### src/hdl/idle_gap_frame_assembler_assert.svh
// Assertion macros shared by the frame assembler RTL
`ifndef IDLE_GAP_FRAME_ASSEMBLER_ASSERT_SVH
`define IDLE_GAP_FRAME_ASSEMBLER_ASSERT_SVH

// same-cycle implication, clocked on clock, off during reset
`define IGFA_ASSERT_IMPL(label, ante, cons, msg) \
   label: assert property (@(posedge clock) disable iff (reset) (ante) |-> (cons)) \
      else $error(msg);

// next-cycle implication, clocked on clock, off during reset
`define IGFA_ASSERT_NEXT(label, ante, cons, msg) \
   label: assert property (@(posedge clock) disable iff (reset) (ante) |=> (cons)) \
      else $error(msg);

`endif

### src/hdl/igfa_pkg.sv
// Shared widths, the limit reset value and event codes of the frame assembler
package igfa_pkg;

   localparam int MODE_W  = 2;
   localparam int BYTE_W  = 8;
   localparam int LEN_W   = 7;
   localparam int LIMIT_W = 16;

   localparam logic [LIMIT_W-1:0] LIMIT_RESET = 16'd5;

   // event codes carried in the mode field
   typedef enum logic [MODE_W-1:0] {
      MODE_GOOD = 2'd0,
      MODE_ERR  = 2'd1,
      MODE_TICK = 2'd2,
      MODE_READ = 2'd3
   } mode_type;

endpackage

### src/hdl/igfa_channels.sv
// Valid/ready channel interfaces: request, response and register write
interface igfa_req_if;
   import igfa_pkg::*;
   logic              valid;
   logic              ready;
   logic [MODE_W-1:0] mode;
   logic [BYTE_W-1:0] rx_byte;
   modport source (output valid, mode, rx_byte, input ready);
   modport sink   (input valid, mode, rx_byte, output ready);
endinterface

interface igfa_rsp_if;
   import igfa_pkg::*;
   logic              valid;
   logic              ready;
   logic [BYTE_W-1:0] out_byte;
   logic              byte_valid;
   logic              last;
   logic [LEN_W-1:0]  frame_length;
   logic              frame_ready;
   modport source (output valid, out_byte, byte_valid, last, frame_length, frame_ready,
                   input ready);
   modport sink   (input valid, out_byte, byte_valid, last, frame_length, frame_ready,
                   output ready);
endinterface

interface igfa_csr_if;
   import igfa_pkg::*;
   logic               valid;
   logic               ready;
   logic [LIMIT_W-1:0] silence_limit;
   modport source (output valid, silence_limit, input ready);
   modport sink   (input valid, silence_limit, output ready);
endinterface

### src/hdl/idle_gap_frame_assembler.sv
// Idle-gap frame assembler: byte buffer in RAM, silence timeout, frame read out.
// Byte, error and tick events: one word per cycle while the output is free, status
// word in the next cycle. Read out: bytes pass RAM read and output registers, one per
// cycle if not stalled (one RAM read port); no new word is taken until the last byte leaves.
// Synchronous active-high reset clears counters, flags, limit (to 5) and output valid;
// buffer contents are not cleared and are only read once written.
`include "idle_gap_frame_assembler_assert.svh"

module idle_gap_frame_assembler #(
   parameter int BUF_DEPTH = 64
) (
   input  logic       clock,
   input  logic       reset,
   igfa_req_if.sink   req_ch,
   igfa_rsp_if.source rsp_ch,
   igfa_csr_if.sink   csr_ch
);
   import igfa_pkg::*;

   localparam int AW = (BUF_DEPTH > 1) ? $clog2(BUF_DEPTH) : 1;
   localparam int CW = $clog2(BUF_DEPTH + 1);
   localparam logic [CW-1:0] DEPTH_C = CW'(BUF_DEPTH);

   typedef enum logic [1:0] {
      ST_IDLE = 2'b01,
      ST_READ = 2'b10
   } state_type;

   // control state
   state_type          state_ff, state_in;
   logic [CW-1:0]      fill_ff, fill_in;
   logic [LIMIT_W-1:0] silence_ff, silence_in;
   logic               ready_ff, ready_in;
   logic [LIMIT_W-1:0] limit_ff, limit_in;
   logic [CW-1:0]      rd_ptr_ff, rd_ptr_in;
   logic [CW-1:0]      out_cnt_ff, out_cnt_in;
   logic               pend_ff, pend_in;
   logic               rsp_valid_ff, rsp_valid_in;

   // read-out context and output payload
   logic [CW-1:0]      len_ff, len_in;
   logic               was_ready_ff, was_ready_in;
   logic [BYTE_W-1:0]  rsp_byte_ff, rsp_byte_in;
   logic               rsp_bvalid_ff, rsp_bvalid_in;
   logic               rsp_last_ff, rsp_last_in;
   logic [LEN_W-1:0]   rsp_len_ff, rsp_len_in;
   logic               rsp_rdy_ff, rsp_rdy_in;

   logic               out_free;
   logic               req_take;
   logic               load;
   logic               issue;
   logic               last_beat;
   logic [LIMIT_W-1:0] sil_inc;
   logic               wr_en;
   logic [BYTE_W-1:0]  rd_data;

   // frame buffer
   igfa_ram #(
      .WIDTH (BYTE_W),
      .DEPTH (BUF_DEPTH)
   ) u_store (
      .clock   (clock),
      .wr_en   (wr_en),
      .wr_addr (fill_ff[AW-1:0]),
      .wr_data (req_ch.rx_byte),
      .rd_en   (issue),
      .rd_addr (rd_ptr_ff[AW-1:0]),
      .rd_data (rd_data)
   );

   // handshake and read pipeline control
   assign out_free     = !rsp_valid_ff || rsp_ch.ready;
   assign req_ch.ready = (state_ff == ST_IDLE) && out_free;
   assign req_take     = req_ch.valid && req_ch.ready;
   assign csr_ch.ready = 1'b1;
   assign load         = pend_ff && out_free;
   assign issue        = (state_ff == ST_READ) && (rd_ptr_ff < len_ff) && (!pend_ff || load);
   assign last_beat    = (out_cnt_ff + CW'(1)) == len_ff;
   assign sil_inc      = silence_ff + LIMIT_W'(1);
   assign wr_en        = req_take && (req_ch.mode == MODE_GOOD) && (fill_ff < DEPTH_C);

   // next-state logic
   always_comb begin
      state_in      = state_ff;
      fill_in       = fill_ff;
      silence_in    = silence_ff;
      ready_in      = ready_ff;
      limit_in      = limit_ff;
      rd_ptr_in     = rd_ptr_ff;
      out_cnt_in    = out_cnt_ff;
      pend_in       = pend_ff;
      rsp_valid_in  = rsp_valid_ff && !rsp_ch.ready;
      len_in        = len_ff;
      was_ready_in  = was_ready_ff;
      rsp_byte_in   = rsp_byte_ff;
      rsp_bvalid_in = rsp_bvalid_ff;
      rsp_last_in   = rsp_last_ff;
      rsp_len_in    = rsp_len_ff;
      rsp_rdy_in    = rsp_rdy_ff;

      if (csr_ch.valid) begin
         limit_in = csr_ch.silence_limit;
      end

      // event handling
      if (req_take) begin
         case (req_ch.mode)
            MODE_GOOD: begin
               if (fill_ff < DEPTH_C) begin
                  fill_in = fill_ff + CW'(1);
               end
               silence_in = '0;
            end
            MODE_ERR: begin
            end
            MODE_TICK: begin
               if (fill_ff != '0) begin
                  if (sil_inc >= limit_ff) begin
                     ready_in   = 1'b1;
                     silence_in = '0;
                  end else begin
                     silence_in = sil_inc;
                  end
               end
            end
            MODE_READ: begin
               len_in       = fill_ff;
               was_ready_in = ready_ff;
               fill_in      = '0;
               ready_in     = 1'b0;
               silence_in   = '0;
               if (fill_ff == '0) begin
                  // empty frame: single status word
                  rsp_valid_in  = 1'b1;
                  rsp_byte_in   = '0;
                  rsp_bvalid_in = 1'b0;
                  rsp_last_in   = 1'b1;
                  rsp_len_in    = '0;
                  rsp_rdy_in    = ready_ff;
               end else begin
                  state_in   = ST_READ;
                  rd_ptr_in  = '0;
                  out_cnt_in = '0;
               end
            end
            default: begin
            end
         endcase

         // status word for byte, error and tick events
         if (req_ch.mode != MODE_READ) begin
            rsp_valid_in  = 1'b1;
            rsp_byte_in   = '0;
            rsp_bvalid_in = 1'b0;
            rsp_last_in   = 1'b1;
            rsp_len_in    = LEN_W'(fill_in);
            rsp_rdy_in    = ready_in;
         end
      end

      // read out: fetch next entry, move fetched entry to output
      if (issue) begin
         rd_ptr_in = rd_ptr_ff + CW'(1);
         pend_in   = 1'b1;
      end else if (load) begin
         pend_in = 1'b0;
      end

      if (load) begin
         rsp_valid_in  = 1'b1;
         rsp_byte_in   = rd_data;
         rsp_bvalid_in = 1'b1;
         rsp_last_in   = last_beat;
         rsp_len_in    = LEN_W'(len_ff);
         rsp_rdy_in    = was_ready_ff;
         out_cnt_in    = out_cnt_ff + CW'(1);
         if (last_beat) begin
            state_in = ST_IDLE;
         end
      end
   end

   // control registers
   always_ff @(posedge clock) begin
      if (reset) begin
         state_ff     <= ST_IDLE;
         fill_ff      <= '0;
         silence_ff   <= '0;
         ready_ff     <= 1'b0;
         limit_ff     <= LIMIT_RESET;
         rd_ptr_ff    <= '0;
         out_cnt_ff   <= '0;
         pend_ff      <= 1'b0;
         rsp_valid_ff <= 1'b0;
      end else begin
         state_ff     <= state_in;
         fill_ff      <= fill_in;
         silence_ff   <= silence_in;
         ready_ff     <= ready_in;
         limit_ff     <= limit_in;
         rd_ptr_ff    <= rd_ptr_in;
         out_cnt_ff   <= out_cnt_in;
         pend_ff      <= pend_in;
         rsp_valid_ff <= rsp_valid_in;
      end
   end

   // payload registers
   always_ff @(posedge clock) begin
      len_ff        <= len_in;
      was_ready_ff  <= was_ready_in;
      rsp_byte_ff   <= rsp_byte_in;
      rsp_bvalid_ff <= rsp_bvalid_in;
      rsp_last_ff   <= rsp_last_in;
      rsp_len_ff    <= rsp_len_in;
      rsp_rdy_ff    <= rsp_rdy_in;
   end

   // response port
   assign rsp_ch.valid        = rsp_valid_ff;
   assign rsp_ch.out_byte     = rsp_byte_ff;
   assign rsp_ch.byte_valid   = rsp_bvalid_ff;
   assign rsp_ch.last         = rsp_last_ff;
   assign rsp_ch.frame_length = rsp_len_ff;
   assign rsp_ch.frame_ready  = rsp_rdy_ff;

   // checks
   `IGFA_ASSERT_IMPL(a_fill_bound, 1'b1, fill_ff <= DEPTH_C, "fill count above buffer depth")
   `IGFA_ASSERT_IMPL(a_ready_nonempty, ready_ff, fill_ff != '0, "frame ready with empty buffer")
   `IGFA_ASSERT_IMPL(a_pend_in_read, pend_ff, state_ff == ST_READ, "fetched byte outside read out")
   `IGFA_ASSERT_IMPL(a_no_take_in_read, state_ff == ST_READ, !req_ch.ready, "request taken during read")
   `IGFA_ASSERT_NEXT(a_end_of_read, load && last_beat, state_ff == ST_IDLE && !pend_ff, "read out did not finish")

endmodule

### src/hdl/igfa_ram.sv
// Generic single-write, single-read RAM with registered read data
module igfa_ram #(
   parameter int  WIDTH = 8,
   parameter int  DEPTH = 64,
   localparam int AW    = (DEPTH > 1) ? $clog2(DEPTH) : 1
) (
   input  logic             clock,
   input  logic             wr_en,
   input  logic [AW-1:0]    wr_addr,
   input  logic [WIDTH-1:0] wr_data,
   input  logic             rd_en,
   input  logic [AW-1:0]    rd_addr,
   output logic [WIDTH-1:0] rd_data
);

   logic [WIDTH-1:0] mem [DEPTH];
   logic [WIDTH-1:0] rd_data_ff;

   // write port
   always_ff @(posedge clock) begin
      if (wr_en) begin
         mem[wr_addr] <= wr_data;
      end
   end

   // read port, data holds while rd_en is low
   always_ff @(posedge clock) begin
      if (rd_en) begin
         rd_data_ff <= mem[rd_addr];
      end
   end

   assign rd_data = rd_data_ff;

endmodule
### src/flat_wrapper.sv
// flat-port wrapper written by rule: the top's interface ports become plain ports
module idle_gap_frame_assembler_flat import igfa_pkg::*;
#(
   parameter int BUF_DEPTH = 64
)
  (clock, reset, req_ch_valid, req_ch_mode, req_ch_rx_byte, req_ch_ready, rsp_ch_valid, rsp_ch_out_byte, rsp_ch_byte_valid, rsp_ch_last, rsp_ch_frame_length, rsp_ch_frame_ready, rsp_ch_ready, csr_ch_valid, csr_ch_silence_limit, csr_ch_ready);
  igfa_req_if req_ch_i ();
  igfa_rsp_if rsp_ch_i ();
  igfa_csr_if csr_ch_i ();
  input  logic clock;
  input  logic reset;
  input wire logic [$bits(req_ch_i.valid)-1:0] req_ch_valid;
  input wire logic [$bits(req_ch_i.mode)-1:0] req_ch_mode;
  input wire logic [$bits(req_ch_i.rx_byte)-1:0] req_ch_rx_byte;
  output wire logic [$bits(req_ch_i.ready)-1:0] req_ch_ready;
  output wire logic [$bits(rsp_ch_i.valid)-1:0] rsp_ch_valid;
  output wire logic [$bits(rsp_ch_i.out_byte)-1:0] rsp_ch_out_byte;
  output wire logic [$bits(rsp_ch_i.byte_valid)-1:0] rsp_ch_byte_valid;
  output wire logic [$bits(rsp_ch_i.last)-1:0] rsp_ch_last;
  output wire logic [$bits(rsp_ch_i.frame_length)-1:0] rsp_ch_frame_length;
  output wire logic [$bits(rsp_ch_i.frame_ready)-1:0] rsp_ch_frame_ready;
  input wire logic [$bits(rsp_ch_i.ready)-1:0] rsp_ch_ready;
  input wire logic [$bits(csr_ch_i.valid)-1:0] csr_ch_valid;
  input wire logic [$bits(csr_ch_i.silence_limit)-1:0] csr_ch_silence_limit;
  output wire logic [$bits(csr_ch_i.ready)-1:0] csr_ch_ready;
  assign req_ch_i.valid = req_ch_valid;
  assign req_ch_i.mode = req_ch_mode;
  assign req_ch_i.rx_byte = req_ch_rx_byte;
  assign req_ch_ready = req_ch_i.ready;
  assign rsp_ch_valid = rsp_ch_i.valid;
  assign rsp_ch_out_byte = rsp_ch_i.out_byte;
  assign rsp_ch_byte_valid = rsp_ch_i.byte_valid;
  assign rsp_ch_last = rsp_ch_i.last;
  assign rsp_ch_frame_length = rsp_ch_i.frame_length;
  assign rsp_ch_frame_ready = rsp_ch_i.frame_ready;
  assign rsp_ch_i.ready = rsp_ch_ready;
  assign csr_ch_i.valid = csr_ch_valid;
  assign csr_ch_i.silence_limit = csr_ch_silence_limit;
  assign csr_ch_ready = csr_ch_i.ready;
  idle_gap_frame_assembler #(.BUF_DEPTH(BUF_DEPTH)) u_core (.clock(clock), .reset(reset), .req_ch(req_ch_i), .rsp_ch(rsp_ch_i), .csr_ch(csr_ch_i));
endmodule
### config.mk
export PLATFORM = sky130hd
export DESIGN_NAME = idle_gap_frame_assembler_flat
export DESIGN_NICKNAME = d
export VERILOG_FILES = /design/src/hdl/igfa_pkg.sv /design/src/hdl/igfa_channels.sv /design/src/hdl/idle_gap_frame_assembler.sv /design/src/hdl/igfa_ram.sv /design/src/flat_wrapper.sv
export VERILOG_INCLUDE_DIRS = /design/src /design/src/hdl
export SDC_FILE = /design/constraint.sdc
export NUM_CORES = 1
export LEC_CHECK = 0
export ABC_CLOCK_PERIOD_IN_PS = 7150
export BUFFER_PORTS_ARGS = -buffer_cell sky130_fd_sc_hd__buf_2
export CAP_MARGIN = 20
export CORE_UTILIZATION = 30
export DETAILED_ROUTE_END_ITERATION = 12
export GPL_ROUTABILITY_DRIVEN = 0
export PLACE_DENSITY_LB_ADDON = 0.2
export SETUP_SLACK_MARGIN = 0.4
export SYNTH_ARGS = -nofsm -noshare
export SYNTH_HDL_FRONTEND = slang
export SYNTH_SLANG_ARGS = --single-unit
### constraint.sdc
create_clock -name clock -period 7.15 [get_ports clock]
set_input_delay 1.43 -clock clock [delete_from_list [all_inputs] [get_ports clock]]
set_output_delay 1.43 -clock clock [all_outputs]
set_load 0.005 [all_outputs]
==> report_table.html <==
<table>
<tr><th>Metric</th><th>Value</th></tr>
<tr><th colspan="2">STA</th></tr>
<tr><td>Accumulated negative setup slack</td><td>0 ps</td></tr>
<tr><td>Count of endpoints failing hold in the final timing report</td><td>0</td></tr>
<tr><td>Final setup violation count</td><td>0</td></tr>
<tr><td>Post-Route Skew</td><td>22.8 ps</td></tr>
<tr><td>Worst slew margin relative to its limit</td><td>0.296</td></tr>
<tr><td>Slew of the pin with the lowest slew margin</td><td>1050 ps</td></tr>
<tr><td>Maximum clock frequency</td><td>219 MHz</td></tr>
<tr><td>Unrepaired setup endpoints after global routing</td><td>no</td></tr>
<tr><td>Final number of max-transition violations</td><td>0</td></tr>
<tr><td>Tmin final</td><td>4560 ps</td></tr>
<tr><td>Final period util</td><td>0.637</td></tr>
<tr><th colspan="2">Route</th></tr>
<tr><td>DRC viols</td><td>6</td></tr>
<tr><td>DR pass1 iterations</td><td>10</td></tr>
<tr><td>Total wire length after detailed routing</td><td>66,800 microns</td></tr>
<tr><td>Antenna Violating Nets Remaining</td><td>0</td></tr>
<tr><td>DR vias</td><td>13.3k</td></tr>
<tr><td>Detail-routed net length per standard cell</td><td>25.5 microns</td></tr>
<tr><td>First DRT Iteration DRCs</td><td>1,226</td></tr>
<tr><td>Vias/cell</td><td>5.06</td></tr>
<tr><th colspan="2">Global route</th></tr>
<tr><td>Pin count of the biggest net entering global routing</td><td>65</td></tr>
<tr><td>Met3 demand-to-capacity share in global routing</td><td>0.0329</td></tr>
<tr><td>Met1 track demand over resource</td><td>0.233</td></tr>
<tr><td>Overall routing resource usage</td><td>0.161</td></tr>
<tr><td>Met2 global-route usage</td><td>0.250</td></tr>
<tr><td>Wire length of the first global-routing pass</td><td>95,900 microns</td></tr>
<tr><td>Global routing's busiest layer</td><td>met2</td></tr>
<tr><td>Initial antenna violation count</td><td>1</td></tr>
<tr><td>Number of global-route vias before repair</td><td>13.5k</td></tr>
<tr><td>Aggregate global routing overflow</td><td>0</td></tr>
<tr><th colspan="2">Synth</th></tr>
<tr><td>Number of warning messages in the yosys log</td><td>0</td></tr>
<tr><td>Predominant post-synthesis flop cell</td><td>edfxtp_1</td></tr>
<tr><td>Post-Syn Instances</td><td>1,459</td></tr>
<tr><td>Cell types with the largest area share after synthesis</td><td>edfxtp_1 67%, mux4_2 11%, dfxtp_1 4.8%, mux2i_1 2.6%, nor2_1 2.2%</td></tr>
<tr><td>Cell variety after synth</td><td>60</td></tr>
<tr><td>Share of flip-flops with an asynchronous set or reset</td><td>0</td></tr>
<tr><td>Post-synthesis sequential element count</td><td>604</td></tr>
<tr><td>Post-Syn Nets</td><td>1,520</td></tr>
<tr><td>Average footprint of a synthesized cell</td><td>16.9 sq um</td></tr>
<tr><td>EDFF count, synth</td><td>545</td></tr>
<tr><td>Post-synth top area share</td><td>0.665</td></tr>
<tr><td>Sequential area share after synthesis</td><td>0.713</td></tr>
<tr><td>Area of the mapped netlist</td><td>24,600 sq um</td></tr>
<tr><td>Cell type with the largest total area after synthesis</td><td>edfxtp_1</td></tr>
<tr><th colspan="2">Worst setup path</th></tr>
<tr><td>Type of the worst setup path</td><td>primary input to flip-flop</td></tr>
<tr><td>Startpoint of the most critical register-to-register path</td><td>u_core.rsp_ch.valid</td></tr>
<tr><td>Required time at the endpoint of the critical path</td><td>7380 ps</td></tr>
<tr><td>Slowest library cell on the worst path</td><td>nand3_1</td></tr>
<tr><td>Critical path cell sequence</td><td>buf_2 -&gt; nand2b_1 -&gt; and4b_1 -&gt; buf_4 -&gt; nor3b_1 -&gt; nand3_1 -&gt; nor2_1</td></tr>
<tr><td>Worst Setup SP</td><td>rsp_ch_ready</td></tr>
<tr><td>Stage delay of the slowest cell on the critical path</td><td>900 ps</td></tr>
<tr><td>Critical path fanouts, max</td><td>17</td></tr>
<tr><td>Worst Setup End Kind</td><td>flip-flop</td></tr>
<tr><td>Element type at the critical path start</td><td>primary input</td></tr>
<tr><td>WP data arrival</td><td>4790 ps</td></tr>
<tr><th colspan="2">Power</th></tr>
<tr><td>Power Dens Cells</td><td>263 nW/um^2</td></tr>
<tr><td>Sequential power share</td><td>0.523</td></tr>
<tr><td>Worst ir drop on vdd</td><td>0.000152 V</td></tr>
<tr><td>Total internal power</td><td>5.86 mW</td></tr>
<tr><td>Combinational cell fraction of total power</td><td>0.020</td></tr>
<tr><td>Switching part of the total power</td><td>0.207</td></tr>
<tr><td>Leakage</td><td>8.83 nW</td></tr>
<tr><td>Clock Power Share</td><td>0.457</td></tr>
<tr><td>Sw Pwr</td><td>1.53 mW</td></tr>
<tr><th colspan="2">Placed design</th></tr>
<tr><td>Number of buffer cells added on primary ports</td><td>50</td></tr>
<tr><td>Area after detailed placement</td><td>26,000 sq um</td></tr>
<tr><td>Placed wire-length estimate after detailed placement</td><td>40,300 microns</td></tr>
<tr><th colspan="2">Finish</th></tr>
<tr><td>Most common cell after layout, fill and taps aside</td><td>edfxtp_1</td></tr>
<tr><td>Synth-to-layout area growth</td><td>14.2%</td></tr>
<tr><td>Number of filler instances in the final layout</td><td>7,602</td></tr>
<tr><td>Nets</td><td>1,577</td></tr>
<tr><td>Antenna fix cells</td><td>0</td></tr>
<tr><td>Fraction of layout instances using a drive strength above 1</td><td>0.190</td></tr>
<tr><td>Highest-count cells in the layout ignoring fill and taps</td><td>545 x edfxtp_1, 141 x nor2_1, 116 x mux4_2</td></tr>
<tr><td>Final design area excluding fillers</td><td>28,100 sq um</td></tr>
<tr><th colspan="2">Clock tree</th></tr>
<tr><td>Hold Buf Count CTS</td><td>0</td></tr>
<tr><td>Setup fix buffers added after clock tree synthesis</td><td>0</td></tr>
<tr><td>Number of gates given a new drive strength after cts</td><td>0</td></tr>
<tr><td>Clock Tree Buf Depth</td><td>3</td></tr>
<tr><td>Num CTS Buffers</td><td>66</td></tr>
<tr><td>H-Tree Depth</td><td>3</td></tr>
<tr><td>Clock edge transition at the registers on the reported setup and hold paths</td><td>60 ps</td></tr>
<tr><td>Clock tree from TritonCTS</td><td>done</td></tr>
<tr><td>Clock sinks</td><td>604</td></tr>
<tr><td>Skew-Pair Late Insertion Delay</td><td>610 ps</td></tr>
<tr><td>Clock Tree Root</td><td>clkbuf_16</td></tr>
<tr><th colspan="2">Job</th></tr>
<tr><td>Max-cap violations</td><td>0</td></tr>
<tr><th colspan="2">Die</th></tr>
<tr><td>Initial Util</td><td>0.305</td></tr>
<tr><td>Die area</td><td>83,200 sq um</td></tr>
<tr><td>Core area</td><td>80,800 sq um</td></tr>
<tr><td>Total I/O pin count</td><td>52</td></tr>
<tr><td>Die width</td><td>288 microns</td></tr>
<tr><td>Core Rows</td><td>104</td></tr>
<tr><td>Die H</td><td>288 microns</td></tr>
<tr><th colspan="2">Outcome</th></tr>
<tr><td>Result of the run</td><td>finished with violations</td></tr>
<tr><td>Violations in the final reports</td><td>DRC</td></tr>
<tr><th colspan="2">Hold path</th></tr>
<tr><td>Source of the worst hold timing path</td><td>u_core.rsp_ch.byte_valid</td></tr>
<tr><td>Path category of the worst min-delay check</td><td>flip-flop to flip-flop</td></tr>
</table>
critical path, delay by kind of cell:
kind,cells,cell delay (ps)
simple gates,5,2980
buf+inv,2,350
cells in the mapped netlist (8+ instances only):
master     instances
o21ai_0           32
ha_1              30
xor2_1            10
a2111oi_0          9
buf_1              9
nor3b_1            8
nand2b_1          10
and3_1            11
clkbuf_1          35
buf_2             26
mux4_2           116
nand2_1           68
mux2i_1           64
nor3_1            13
a31oi_1           10
edfxtp_1         545
xnor2_1           14
a22oi_1           37
dfxtp_1           59
nand4_1           13
nand3_1           31
inv_1             34
nor2b_1           10
a21oi_1           44
nor2_1           141
or3_1              9
cell families (layout without fill, tap and decap cells):
logic type / Yosys count / after routing / share of synthesized area
muxes: 184 / 184 / 0.134
AOI/OAI and AO/OA: 158 / 158 / 0.0420
DFF: 604 / 604 / 0.713
and+or+nand+nor: 347 / 347 / 0.0675
xor gates and xnor gates: 24 / 24 / 0.00854
adders and majority gates: 30 / 30 / 0.0153
buffers and inverters: 111 / 212 / 0.0194
other: 1 / 1 / 0.000152
sequential cells by signal (all words and copies together), names as in the netlist, 2 cells and up:
register / cells
u_core.fill_ff: 7
u_core.len_ff: 7
u_core.limit_ff: 16
u_core.out_cnt_ff: 7
u_core.rd_ptr_ff: 7
u_core.rsp_ch.frame_length: 7
u_core.rsp_ch.out_byte: 8
u_core.silence_ff: 16
u_core.state_ff: 2
u_core.u_store.mem: 512
u_core.u_store.rd_data: 8
stage by stage:
stage | hold WS [ps] | total power [mW] | worst slack (ps) | std cells | util
after floorplan | 406 | 3.99 | 3790 | 1459 | -
after global placement | 442 | 4.09 | 2100 | 2508 | 0.322
after detailed placement | 442 | 4.09 | 2010 | 2508 | 0.322
after CTS | 452 | 7.47 | 2650 | 2620 | 0.348
after global routing | 484 | 7.61 | 2450 | 2620 | 0.348
final | 450 | 7.39 | 2590 | 2620 | 0.348
path summary, 6_finish.rpt:
kind / endpoint / slack, ps / depth (start not counted)
max: u_core.u_store.mem[31][4] / 2590 / 7
min: u_core.rsp_ch.byte_valid / 450 / 2
max reg2reg: u_core.u_store.mem[31][4] / 3240 / 6
min reg2reg: u_core.rsp_ch.byte_valid / 450 / 2
routing by layer:
metal  share of wire  wire length (microns)  vias to the layer above
met5               0                      0                        -
met4           0.019                   1290                        0
met3           0.065                   4350                       83
met2            0.45                  30200                      462
met1            0.46                  31000                     6859
li1                -                      -                     5859
power groups by stage:
stage	registers, mW	clock network, mW	logic, mW
floorplan	3.94	0	0.0505
detailed placement	3.94	0	0.150
finish	3.87	3.38	0.146
CTS	3.87	3.45	0.150
global route	3.87	3.58	0.160
global placement	3.94	0	0.151
final cells by class:
type | instances | area [sq um] | area share
well taps | 1060 | 1330 | 0.0472
clock inverters | 35 | 400 | 0.0142
multi-input cells | 744 | 6590 | 0.234
flip-flops and latches | 604 | 17600 | 0.625
clock buffers | 77 | 1710 | 0.0610
inverters | 34 | 128 | 0.00454
repair buffers | 66 | 388 | 0.0138
No activity file was read; power rests on OpenSTA's default activity.
